### config.mk
export PLATFORM = sky130hd
export DESIGN_NAME = panorama_detection_box_decode
export DESIGN_NICKNAME = d
export VERILOG_FILES = /design/src/rtl/core/pdbd_pkg.sv /design/src/rtl/core/panorama_detection_box_decode.sv /design/src/rtl/core/pdbd_argmax.sv /design/src/rtl/core/pdbd_div.sv
export SDC_FILE = /design/constraint.sdc
export NUM_CORES = 2
export LEC_CHECK = 0
export ABC_AREA = 1
export BUFFER_PORTS_ARGS = -buffer_cell sky130_fd_sc_hd__buf_4
export CORE_ASPECT_RATIO = 0.7
export CORE_MARGIN = 3
export CORE_UTILIZATION = 50
export CTS_CLUSTER_SIZE = 40
export DETAILED_ROUTE_END_ITERATION = 16
export PLACE_DENSITY = 0.77
export SLEW_MARGIN = 5
export SYNTH_ARGS = -nofsm -noshare
export SYNTH_HDL_FRONTEND = slang
export SYNTH_SLANG_ARGS = --single-unit
export TNS_END_PERCENT = 100
### constraint.sdc
create_clock -name aclk -period 7.36 [get_ports aclk]
set_clock_uncertainty 0.2 [all_clocks]
set_input_delay 0.368 -clock aclk [delete_from_list [all_inputs] [get_ports aclk]]
set_output_delay 0.368 -clock aclk [all_outputs]
set_load 0.05 [all_outputs]
### src/rtl/core/pdbd_pkg.sv
// ----------------------------------------------------------------------------
// pdbd_pkg: shared definitions for the panorama detection box decoder
// Widths, register indexes, sequencer states and edge saturation.
// ----------------------------------------------------------------------------
package pdbd_pkg;

    localparam int MAX_CLASSES    = 256;
    localparam int MAX_DETECTIONS = 4096;

    localparam int CNT_W     = $clog2(MAX_CLASSES + 1);
    localparam int LIST_W    = $clog2(MAX_DETECTIONS + 1);
    localparam int CLASS_W   = 8;
    localparam int ENTRY_W   = 12;
    localparam int SCORE_W   = 16;
    localparam int BOX_W     = 17;
    localparam int EDGE_W    = 20;
    localparam int CFG_W     = 16;
    localparam int CFG_IDX_W = 2;
    localparam int NUM_W     = 34;
    localparam int QUO_W     = NUM_W + 1;
    localparam int SUM_W     = 37;
    localparam int DCNT_W    = $clog2(NUM_W);

    localparam int S_TDATA_W = 88;
    localparam int M_TDATA_W = 120;

    localparam logic [CFG_IDX_W-1:0] CFG_THRESHOLD = 2'd0;
    localparam logic [CFG_IDX_W-1:0] CFG_TILE_SIZE = 2'd1;
    localparam logic [CFG_IDX_W-1:0] CFG_SEAM_GAP  = 2'd2;

    localparam logic [CFG_W-1:0] THRESHOLD_RST = 16'd32768;
    localparam logic [CFG_W-1:0] TILE_SIZE_RST = 16'd416;
    localparam logic [CFG_W-1:0] SEAM_GAP_RST  = 16'd0;

    localparam logic [BOX_W-1:0] Q_ONE  = 17'h10000;
    localparam logic [BOX_W-1:0] Q_HALF = 17'h08000;

    localparam logic signed [SUM_W-1:0] EDGE_HI = SUM_W'((1 << (EDGE_W - 1)) - 1);
    localparam logic signed [SUM_W-1:0] EDGE_LO = ~EDGE_HI;

    typedef struct packed {
        logic               emit;
        logic               upper;
        logic [ENTRY_W-1:0] entry;
        logic [CLASS_W-1:0] class_idx;
        logic [SCORE_W-1:0] best;
    } pdbd_close_t;

    typedef enum logic [2:0] {
        ST_IDLE,
        ST_MUL_Y,
        ST_START_Y,
        ST_DIV_Y,
        ST_MUL_H,
        ST_START_H,
        ST_DIV_H,
        ST_EDGE
    } pdbd_state_t;

    function automatic logic signed [EDGE_W-1:0] sat_edge(input logic signed [SUM_W-1:0] v);
        if (v < EDGE_LO) begin
            return EDGE_LO[EDGE_W-1:0];
        end else if (v > EDGE_HI) begin
            return EDGE_HI[EDGE_W-1:0];
        end
        return v[EDGE_W-1:0];
    endfunction

endpackage

### src/rtl/core/panorama_detection_box_decode.sv
// ----------------------------------------------------------------------------
// panorama_detection_box_decode: class arg-max and tiled box edge decoder
// Accepts one class score per word and emits at most one box per detection.
// ----------------------------------------------------------------------------
// A score word that does not close a detection, or closes one without
// emitting a box, is taken at once and the next word may follow without
// a gap. A closing word that emits a box keeps the input stalled through
// two multiplies on one shared 16x17 multiplier and two 34-bit divisions
// on one serial divider that yields one quotient bit per cycle, each
// division after its own start step, then through forming the edges and
// loading the output register; that last step waits while an earlier box
// has not been taken. Words that emit nothing are accepted while a box
// waits at the output. Configuration is taken in every cycle and must only
// be changed while the block is idle.
module panorama_detection_box_decode (
    input  logic                                 aclk,
    input  logic                                 aresetn,
    // score [15:0], box_x [32:16], box_y [49:33], box_w [66:50], box_h [83:67]
    input  logic [pdbd_pkg::S_TDATA_W-1:0]       s_tdata,
    // frame_start [0]
    input  logic                                 s_tuser,
    input  logic                                 s_tlast,
    input  logic                                 s_tvalid,
    output logic                                 s_tready,
    // class_index [7:0], entry_index [19:8], left_edge [39:20], right_edge [59:40],
    // top_edge [79:60], bottom_edge [99:80], best_probability [115:100]
    output logic [pdbd_pkg::M_TDATA_W-1:0]       m_tdata,
    // upper_half [0]
    output logic                                 m_tuser,
    output logic                                 m_tvalid,
    input  logic                                 m_tready,
    input  logic                                 cfg_valid,
    output logic                                 cfg_ready,
    input  logic [pdbd_pkg::CFG_IDX_W-1:0]       cfg_index,
    input  logic [pdbd_pkg::CFG_W-1:0]           cfg_data
);
    import pdbd_pkg::*;

    pdbd_state_t state_reg, state_next;

    logic [CFG_W-1:0] thr_reg, tile_reg, gap_reg;

    logic [SCORE_W-1:0] s_score;
    logic [BOX_W-1:0]   s_bx, s_by, s_bw, s_bh;
    logic               s_accept;

    pdbd_close_t close, close_reg;
    logic [BOX_W-1:0] bx_reg, by_reg, bw_reg, bh_reg;

    logic               mul_sel_h, lower_y, div_start, out_load;
    logic [BOX_W-1:0]   mul_b;
    logic [NUM_W-2:0]   mul_prod;
    logic [NUM_W-1:0]   prod_reg;
    logic [CFG_W:0]     sg_sum;
    logic [NUM_W:0]     num_s, num_neg_v;
    logic [NUM_W-1:0]   num_abs;
    logic [CFG_W-1:0]   den;

    logic                     div_busy, div_done;
    logic signed [QUO_W-1:0]  div_quot;
    logic signed [QUO_W-1:0]  y_reg;

    logic [BOX_W:0]           x_lo;
    logic signed [SUM_W-1:0]  x_s, hw_s, y_s, hh_s, one_s;
    logic signed [SUM_W-1:0]  l_s, r_s, t_s, b_s;

    logic                     m_valid_reg;
    logic [CLASS_W-1:0]       m_class_reg;
    logic [ENTRY_W-1:0]       m_entry_reg;
    logic signed [EDGE_W-1:0] m_left_reg, m_right_reg, m_top_reg, m_bottom_reg;
    logic [SCORE_W-1:0]       m_best_reg;
    logic                     m_upper_reg;

    assign s_score = s_tdata[15:0];
    assign s_bx    = s_tdata[32:16];
    assign s_by    = s_tdata[49:33];
    assign s_bw    = s_tdata[66:50];
    assign s_bh    = s_tdata[83:67];

    assign s_accept  = s_tvalid && s_tready;
    assign cfg_ready = 1'b1;

    always_ff @(posedge aclk) begin
        if (!aresetn) begin
            thr_reg  <= THRESHOLD_RST;
            tile_reg <= TILE_SIZE_RST;
            gap_reg  <= SEAM_GAP_RST;
        end else if (cfg_valid) begin
            case (cfg_index)
                CFG_THRESHOLD: thr_reg  <= cfg_data;
                CFG_TILE_SIZE: tile_reg <= cfg_data;
                CFG_SEAM_GAP:  gap_reg  <= cfg_data;
                default: ;
            endcase
        end
    end

    pdbd_argmax u_argmax (
        .aclk        (aclk),
        .aresetn     (aresetn),
        .accept      (s_accept),
        .score       (s_score),
        .last        (s_tlast),
        .frame_start (s_tuser),
        .box_y       (s_by),
        .threshold   (thr_reg),
        .close       (close)
    );

    always_comb begin
        state_next = state_reg;
        case (state_reg)
            ST_IDLE:    if (s_accept && close.emit) state_next = ST_MUL_Y;
            ST_MUL_Y:   state_next = ST_START_Y;
            ST_START_Y: state_next = ST_DIV_Y;
            ST_DIV_Y:   if (div_done) state_next = ST_MUL_H;
            ST_MUL_H:   state_next = ST_START_H;
            ST_START_H: state_next = ST_DIV_H;
            ST_DIV_H:   if (div_done) state_next = ST_EDGE;
            ST_EDGE:    if (out_load) state_next = ST_IDLE;
            default:    state_next = ST_IDLE;
        endcase
    end

    always_comb begin
        s_tready  = 1'b0;
        mul_sel_h = 1'b0;
        div_start = 1'b0;
        lower_y   = 1'b0;
        out_load  = 1'b0;
        case (state_reg)
            ST_IDLE:    s_tready  = 1'b1;
            ST_MUL_H:   mul_sel_h = 1'b1;
            ST_START_Y: begin
                div_start = 1'b1;
                lower_y   = !close_reg.upper;
            end
            ST_START_H: div_start = 1'b1;
            ST_EDGE:    out_load  = !m_valid_reg || m_tready;
            default: ;
        endcase
    end

    always_ff @(posedge aclk) begin
        if (!aresetn) begin
            state_reg <= ST_IDLE;
        end else begin
            state_reg <= state_next;
        end
    end

    always_ff @(posedge aclk) begin
        if (s_accept && close.emit) begin
            close_reg <= close;
            bx_reg    <= s_bx;
            by_reg    <= s_by;
            bw_reg    <= s_bw;
            bh_reg    <= s_bh;
        end
    end

    assign mul_b    = mul_sel_h ? bh_reg : by_reg;
    assign mul_prod = tile_reg * mul_b;

    always_ff @(posedge aclk) begin
        if (state_reg == ST_MUL_Y || state_reg == ST_MUL_H) begin
            prod_reg <= {mul_prod, 1'b0};
        end
    end

    always_comb begin
        sg_sum    = {1'b0, tile_reg} + {1'b0, gap_reg};
        num_s     = {1'b0, prod_reg} - (lower_y ? {2'b00, sg_sum, 16'h0000} : '0);
        num_neg_v = -num_s;
        num_abs   = num_s[NUM_W] ? num_neg_v[NUM_W-1:0] : num_s[NUM_W-1:0];
        den       = (gap_reg >= tile_reg) ? CFG_W'(1) : tile_reg - gap_reg;
    end

    pdbd_div u_div (
        .aclk    (aclk),
        .aresetn (aresetn),
        .start   (div_start),
        .num     (num_abs),
        .neg     (num_s[NUM_W]),
        .den     (den),
        .busy    (div_busy),
        .done    (div_done),
        .quot    (div_quot)
    );

    always_ff @(posedge aclk) begin
        if (state_reg == ST_DIV_Y && div_done) begin
            y_reg <= div_quot;
        end
    end

    always_comb begin
        x_lo = {1'b0, bx_reg} + (BOX_W + 1)'(Q_HALF);
        if (x_lo > (BOX_W + 1)'(Q_ONE)) begin
            x_lo = x_lo - (BOX_W + 1)'(Q_ONE);
        end
        if (close_reg.upper) begin
            x_lo = {1'b0, bx_reg};
        end
        one_s = SUM_W'(Q_ONE);
        x_s   = SUM_W'(x_lo);
        hw_s  = SUM_W'(bw_reg[BOX_W-1:1]);
        y_s   = {{(SUM_W - QUO_W){y_reg[QUO_W-1]}}, y_reg};
        hh_s  = SUM_W'(div_quot[QUO_W-2:1]);

        l_s = x_s - hw_s;
        r_s = x_s + hw_s;
        t_s = y_s - hh_s;
        b_s = y_s + hh_s;
        if (close_reg.upper) begin
            if (l_s < 0) l_s = '0;
            if (r_s > one_s) r_s = one_s;
        end
        if (t_s < 0) t_s = '0;
        if (b_s > one_s) b_s = one_s;
    end

    always_ff @(posedge aclk) begin
        if (!aresetn) begin
            m_valid_reg <= 1'b0;
        end else if (out_load) begin
            m_valid_reg <= 1'b1;
        end else if (m_tready) begin
            m_valid_reg <= 1'b0;
        end
    end

    always_ff @(posedge aclk) begin
        if (out_load) begin
            m_class_reg  <= close_reg.class_idx;
            m_entry_reg  <= close_reg.entry;
            m_best_reg   <= close_reg.best;
            m_upper_reg  <= close_reg.upper;
            m_left_reg   <= sat_edge(l_s);
            m_right_reg  <= sat_edge(r_s);
            m_top_reg    <= sat_edge(t_s);
            m_bottom_reg <= sat_edge(b_s);
        end
    end

    assign m_tvalid = m_valid_reg;
    assign m_tuser  = m_upper_reg;
    assign m_tdata  = {4'h0, m_best_reg, m_bottom_reg, m_top_reg, m_right_reg,
                       m_left_reg, m_entry_reg, m_class_reg};

    a_idle_div_quiet: assert property (@(posedge aclk) disable iff (!aresetn)
        s_tready |-> !div_busy)
        else $error("divider busy while input is open");

    a_done_in_div: assert property (@(posedge aclk) disable iff (!aresetn)
        div_done |-> (state_reg == ST_DIV_Y || state_reg == ST_DIV_H))
        else $error("division completed outside a divide step");

    a_emit_starts: assert property (@(posedge aclk) disable iff (!aresetn)
        s_accept && close.emit |=> state_reg == ST_MUL_Y)
        else $error("emitting word did not start the box sequence");

    a_upper_clamped: assert property (@(posedge aclk) disable iff (!aresetn)
        m_tvalid && m_tuser |-> !m_left_reg[EDGE_W-1] &&
            (m_right_reg <= $signed(EDGE_W'(Q_ONE))))
        else $error("upper tile horizontal edge outside unit range");

endmodule

### src/rtl/core/pdbd_argmax.sv
// ----------------------------------------------------------------------------
// pdbd_argmax: running arg-max and tile list counters
// Tracks the first highest score of a detection and decides on the closing
// score whether a box is emitted and where it goes in its tile list.
// ----------------------------------------------------------------------------
module pdbd_argmax (
    input  logic                          aclk,
    input  logic                          aresetn,
    input  logic                          accept,
    input  logic [pdbd_pkg::SCORE_W-1:0]  score,
    input  logic                          last,
    input  logic                          frame_start,
    input  logic [pdbd_pkg::BOX_W-1:0]    box_y,
    input  logic [pdbd_pkg::CFG_W-1:0]    threshold,
    output pdbd_pkg::pdbd_close_t         close
);
    import pdbd_pkg::*;

    logic [SCORE_W-1:0] best_score_reg, best_score_next;
    logic [CLASS_W-1:0] best_class_reg, best_class_next;
    logic [CNT_W-1:0]   class_cnt_reg, class_cnt_next;
    logic [LIST_W-1:0]  upper_cnt_reg, upper_cnt_next;
    logic [LIST_W-1:0]  lower_cnt_reg, lower_cnt_next;

    logic [SCORE_W-1:0] bs_eff, bs_upd;
    logic [CLASS_W-1:0] bc_eff, bc_upd;
    logic [CNT_W-1:0]   cnt_eff, cnt_upd;
    logic [LIST_W-1:0]  uc_eff, lc_eff;
    logic               upper, full, emit;

    always_comb begin
        bs_eff  = frame_start ? '0 : best_score_reg;
        bc_eff  = frame_start ? '0 : best_class_reg;
        cnt_eff = frame_start ? '0 : class_cnt_reg;
        uc_eff  = frame_start ? '0 : upper_cnt_reg;
        lc_eff  = frame_start ? '0 : lower_cnt_reg;

        bs_upd  = bs_eff;
        bc_upd  = bc_eff;
        cnt_upd = cnt_eff;
        if (cnt_eff < CNT_W'(MAX_CLASSES)) begin
            if (cnt_eff == '0 || score > bs_eff) begin
                bs_upd = score;
                bc_upd = CLASS_W'(cnt_eff);
            end
            cnt_upd = cnt_eff + CNT_W'(1);
        end

        upper = !(box_y > Q_HALF);
        full  = upper ? (uc_eff >= LIST_W'(MAX_DETECTIONS))
                      : (lc_eff >= LIST_W'(MAX_DETECTIONS));
        emit  = last && (bs_upd > threshold) && !full;

        close.emit      = emit;
        close.upper     = upper;
        close.entry     = upper ? ENTRY_W'(uc_eff) : ENTRY_W'(lc_eff);
        close.class_idx = bc_upd;
        close.best      = bs_upd;

        upper_cnt_next  = uc_eff + LIST_W'(emit && upper);
        lower_cnt_next  = lc_eff + LIST_W'(emit && !upper);
        best_score_next = last ? '0 : bs_upd;
        best_class_next = last ? '0 : bc_upd;
        class_cnt_next  = last ? '0 : cnt_upd;
    end

    always_ff @(posedge aclk) begin
        if (!aresetn) begin
            best_score_reg <= '0;
            best_class_reg <= '0;
            class_cnt_reg  <= '0;
            upper_cnt_reg  <= '0;
            lower_cnt_reg  <= '0;
        end else if (accept) begin
            best_score_reg <= best_score_next;
            best_class_reg <= best_class_next;
            class_cnt_reg  <= class_cnt_next;
            upper_cnt_reg  <= upper_cnt_next;
            lower_cnt_reg  <= lower_cnt_next;
        end
    end

endmodule

### src/rtl/core/pdbd_div.sv
// ----------------------------------------------------------------------------
// pdbd_div: serial restoring divider
// Divides a magnitude by a 16-bit divisor, one quotient bit per cycle, and
// applies the sign so that the quotient truncates toward zero.
// ----------------------------------------------------------------------------
module pdbd_div (
    input  logic                                aclk,
    input  logic                                aresetn,
    input  logic                                start,
    input  logic [pdbd_pkg::NUM_W-1:0]          num,
    input  logic                                neg,
    input  logic [pdbd_pkg::CFG_W-1:0]          den,
    output logic                                busy,
    output logic                                done,
    output logic signed [pdbd_pkg::QUO_W-1:0]   quot
);
    import pdbd_pkg::*;

    logic              busy_reg, busy_next;
    logic              done_reg, done_next;
    logic [DCNT_W-1:0] cnt_reg, cnt_next;
    logic [CFG_W-1:0]  rem_reg, rem_next;
    logic [NUM_W-1:0]  quo_reg, quo_next;
    logic [CFG_W-1:0]  den_reg, den_next;
    logic              neg_reg, neg_next;
    logic [CFG_W:0]    trial, diff;
    logic              ge;

    always_comb begin
        trial = {rem_reg, quo_reg[NUM_W-1]};
        diff  = trial - {1'b0, den_reg};
        ge    = trial >= {1'b0, den_reg};

        busy_next = busy_reg;
        done_next = 1'b0;
        cnt_next  = cnt_reg;
        rem_next  = rem_reg;
        quo_next  = quo_reg;
        den_next  = den_reg;
        neg_next  = neg_reg;
        if (start) begin
            busy_next = 1'b1;
            cnt_next  = '0;
            rem_next  = '0;
            quo_next  = num;
            den_next  = den;
            neg_next  = neg;
        end else if (busy_reg) begin
            rem_next = ge ? diff[CFG_W-1:0] : trial[CFG_W-1:0];
            quo_next = {quo_reg[NUM_W-2:0], ge};
            cnt_next = cnt_reg + DCNT_W'(1);
            if (cnt_reg == DCNT_W'(NUM_W - 1)) begin
                busy_next = 1'b0;
                done_next = 1'b1;
            end
        end
    end

    always_ff @(posedge aclk) begin
        if (!aresetn) begin
            busy_reg <= 1'b0;
            done_reg <= 1'b0;
        end else begin
            busy_reg <= busy_next;
            done_reg <= done_next;
        end
        cnt_reg <= cnt_next;
        rem_reg <= rem_next;
        quo_reg <= quo_next;
        den_reg <= den_next;
        neg_reg <= neg_next;
    end

    assign busy = busy_reg;
    assign done = done_reg;
    assign quot = neg_reg ? -$signed({1'b0, quo_reg}) : $signed({1'b0, quo_reg});

endmodule

==> reports/qor.csv <==
stage,metric,value,unit
cts,CTS Sinks,474,
routing,DR WL/cell,18.0,um
cts,Worst-Skew Late Latency,0.63,ns
critical_path,Critical Path Fanout Max,17,
timing,actual slew at the worst max-slew pin,1.09,ns
min_path,min-delay worst type,in -> reg,
routing,Routed WL,119000,um
timing,max-slew violation count,0,
synth,synth unique cells,65,
synth,ys flop type,edfxtp_1,
cts,CTS buffer count,49,
timing,Slew HR,27.2,%
cells_and_area,area delta synth->final,14.2,%
power,leakage power total,21.8,nW
routing,DR vias,35900,
cts,CTS tree,done,
critical_path,Worst Path Buf+Inv,6,
global_routing,vias in the first global route,33800,
timing,final setup TNS,0,ns
timing,Fin. Hold Viols,0,
synth,cell taking the most area after synthesis,edfxtp_1,
synth,Cells after Synth,5188,
floorplan,Die Y,243,um
critical_path,max incr delay on CP,0.58,ns
outcome,outcome,finished clean,
cts,Max clock buf depth,3,
synth,syn_area_per_cell,7.72,um^2
place,GP Congestion,0.992,
synth,area of the mapped netlist,0.0401,mm^2
synth,Yosys top cell area share,25.4,%
global_routing,largest net degree at the start of global routing,100,
place,dpl cells,6415,
critical_path,CP Data Required Time,7.52,ns
place,PortBufs,225,
global_routing,All-Layer GR Usage,27.9,%
routing,DRC viols,0,
cells_and_area,Finished Layout Cells,6607,
critical_path,"reg-to-reg slack, setup",0.35,ns
critical_path,Worst EP arrival,7.17,ns
timing,final setup fails,0,
timing,Tcrit/Tclk final,95.3,%
global_routing,first-pass GRT wire length,184000,um
timing,Achievable Freq,0.143,GHz
synth,share of async-settable or async-resettable flops after synthesis,0,%
cts,# H-tree levels,2,
synth,Post-synth EDFFs,339,
critical_path,Worst setup EP type,flip-flop,
routing,drt initial violations,3982,
cells_and_area,Largest register FFs,37,
cells_and_area,fraction of layout cells with a size suffix above 1,9.24,%
timing,RSZ-0062 raised after global routing,false,
cells_and_area,most frequent cells in the layout,"nand2_1, inv_1, nor2_1, edfxtp_1, ha_1",
place,hpwl dp,93200,um
cells_and_area,Total Nets Final,6165,
cts,"CTS clk-pin slew, worst paths",0.06,ns
run,Max-cap violations,0,
floorplan,die area,0.0836,mm^2
routing,Final ANT Viol Nets,0,
floorplan,core area,0.0791,mm^2
timing,fin crit period,7.01,ns
synth,synth top area cells,"edfxtp_1, nand2_1, fa_1",
power,power density over the cells,267,mW/mm^2
critical_path,"most used cell, CP",fa_1,
routing,drt pass-1 iters,8,
floorplan,io pins,237,
routing,vias per inst,5.44,
critical_path,"CP delay by family, top",adder cells,
synth,Ys Warns,0,
floorplan,initial core utilization,50.7,%
floorplan,Die W,344,um
global_routing,gr ovfl total,0,
critical_path,slowest cell on the critical path,fa_1,
critical_path,Crit Path Class,reg -> reg,
synth,sequential cell area fraction in the yosys report,32.1,%
synth,synthesized flop and latch total,474,
cts,Clock Tree Root,clkbuf_16,
power,Max VDD drop,0.000259,V
floorplan,placement row count,86,
global_routing,initial antenna violation count,2,
cells_and_area,"most common cell after layout, fill and taps aside",nand2_1,
critical_path,CP startpoint kind,flip-flop,
[synth_stat cells, types with 9 or more instances]
cell type / n
a21oi_2: 9
nor3_1: 52
clkbuf_1: 81
xor2_1: 105
nand2_2: 19
nand3_1: 298
nand3b_1: 27
nor2_2: 16
nand2_1: 1256
nor4_1: 15
fa_1: 216
a21boi_0: 12
clkinv_1: 12
nor2_1: 513
a31oi_1: 11
a21oi_1: 297
dfxtp_1: 135
buf_4: 16
xnor2_1: 34
or2_2: 34
o21ai_1: 10
edfxtp_1: 339
inv_1: 870
buf_6: 10
ha_1: 325
buf_2: 23
nand4_1: 65
o21ai_2: 10
o21ai_0: 245
o21bai_1: 23
a21o_1: 11
[timing repair]
| item | 4_1_cts | 5_1_grt |
|---|---|---|
| gates resized for setup | 0 | 12 |
| endpoints found under the setup margin | 0 | 14 |
| endpoints found under the hold margin | 144 | 0 |
| hold buffers | 100 | 0 |
| setup buffers | 0 | 1 |
[metrics by stage]
step / power, mW / setup slack, ns / util (%) / hold slack [ns] / instance area, um^2
after floorplan: 7.73 / 0.585 / - / 0.200 / 40100
after global placement: 9.36 / 0.141 / 54.5 / 0.201 / 43100
final: 12.2 / 0.349 / 57.9 / 0.0814 / 45800
after global routing: 13.1 / 0.000334 / 57.9 / 0.0674 / 45800
after CTS: 12.2 / 0.0221 / 57.8 / 0.0414 / 45700
after detailed placement: 9.45 / 0.00865 / 54.5 / 0.205 / 43100
[final cells by class]
class,count,area [um^2]
Clock inverter,27,364
Antenna cell,1,2.50
Inverter,889,3350
Tap cell,1056,1320
Clock buffer,63,1310
Sequential cell,474,12900
Timing Repair Buffer,406,3320
Multi-Input combinational cell,3691,23200
Fill cell,7121,33300
[cells by family (layout without fill, tap and decap cells)]
logic type,Yosys count,in the layout,share of synthesized area (%)
AND/OR/NAND/NOR,2322,2322,24.3
buffers and inverters,1028,1385,10.0
AO/OA/AOI/OAI,682,682,9.50
adder cells (fa/ha/maj),541,541,20.9
flip-flops,474,474,32.1
XOR/XNOR,139,139,3.04
other,2,8,0.0187
[metal layers]
layer	up-vias	part of all wire [%]	global-route usage, %
li1	17300	-	-
met1	16800	46	41.6
met2	1689	41	40.8
met3	172	11	6.94
met4	2	2.1	5.79
met5	-	0.010	0
[worst min-delay path, stage by stage]
cell and delay (ns):
buf_4 0.30, nand2_1 0.15, nor2_1 0.03
[worst paths after layout]
| kind | end | cells past startpoint | from |
|---|---|---|---|
| max | prod_reg[30] | 26 | state_reg[0] |
| min reg2reg | m_entry_reg[6] | 0 | close_reg[30] |
| max reg2reg | prod_reg[30] | 26 | state_reg[0] |
| min | u_argmax.lower_cnt_reg[12] | 3 | aresetn |
[where the power goes]
group          switching, mW  internal (mW)  total [mW]
clock network           1.11           1.52        2.63
registers              0.176           3.31        3.48
logic                   3.99           2.13        6.12
total                   5.28           6.95        12.2
No activity file was read; power rests on OpenSTA's default activity.
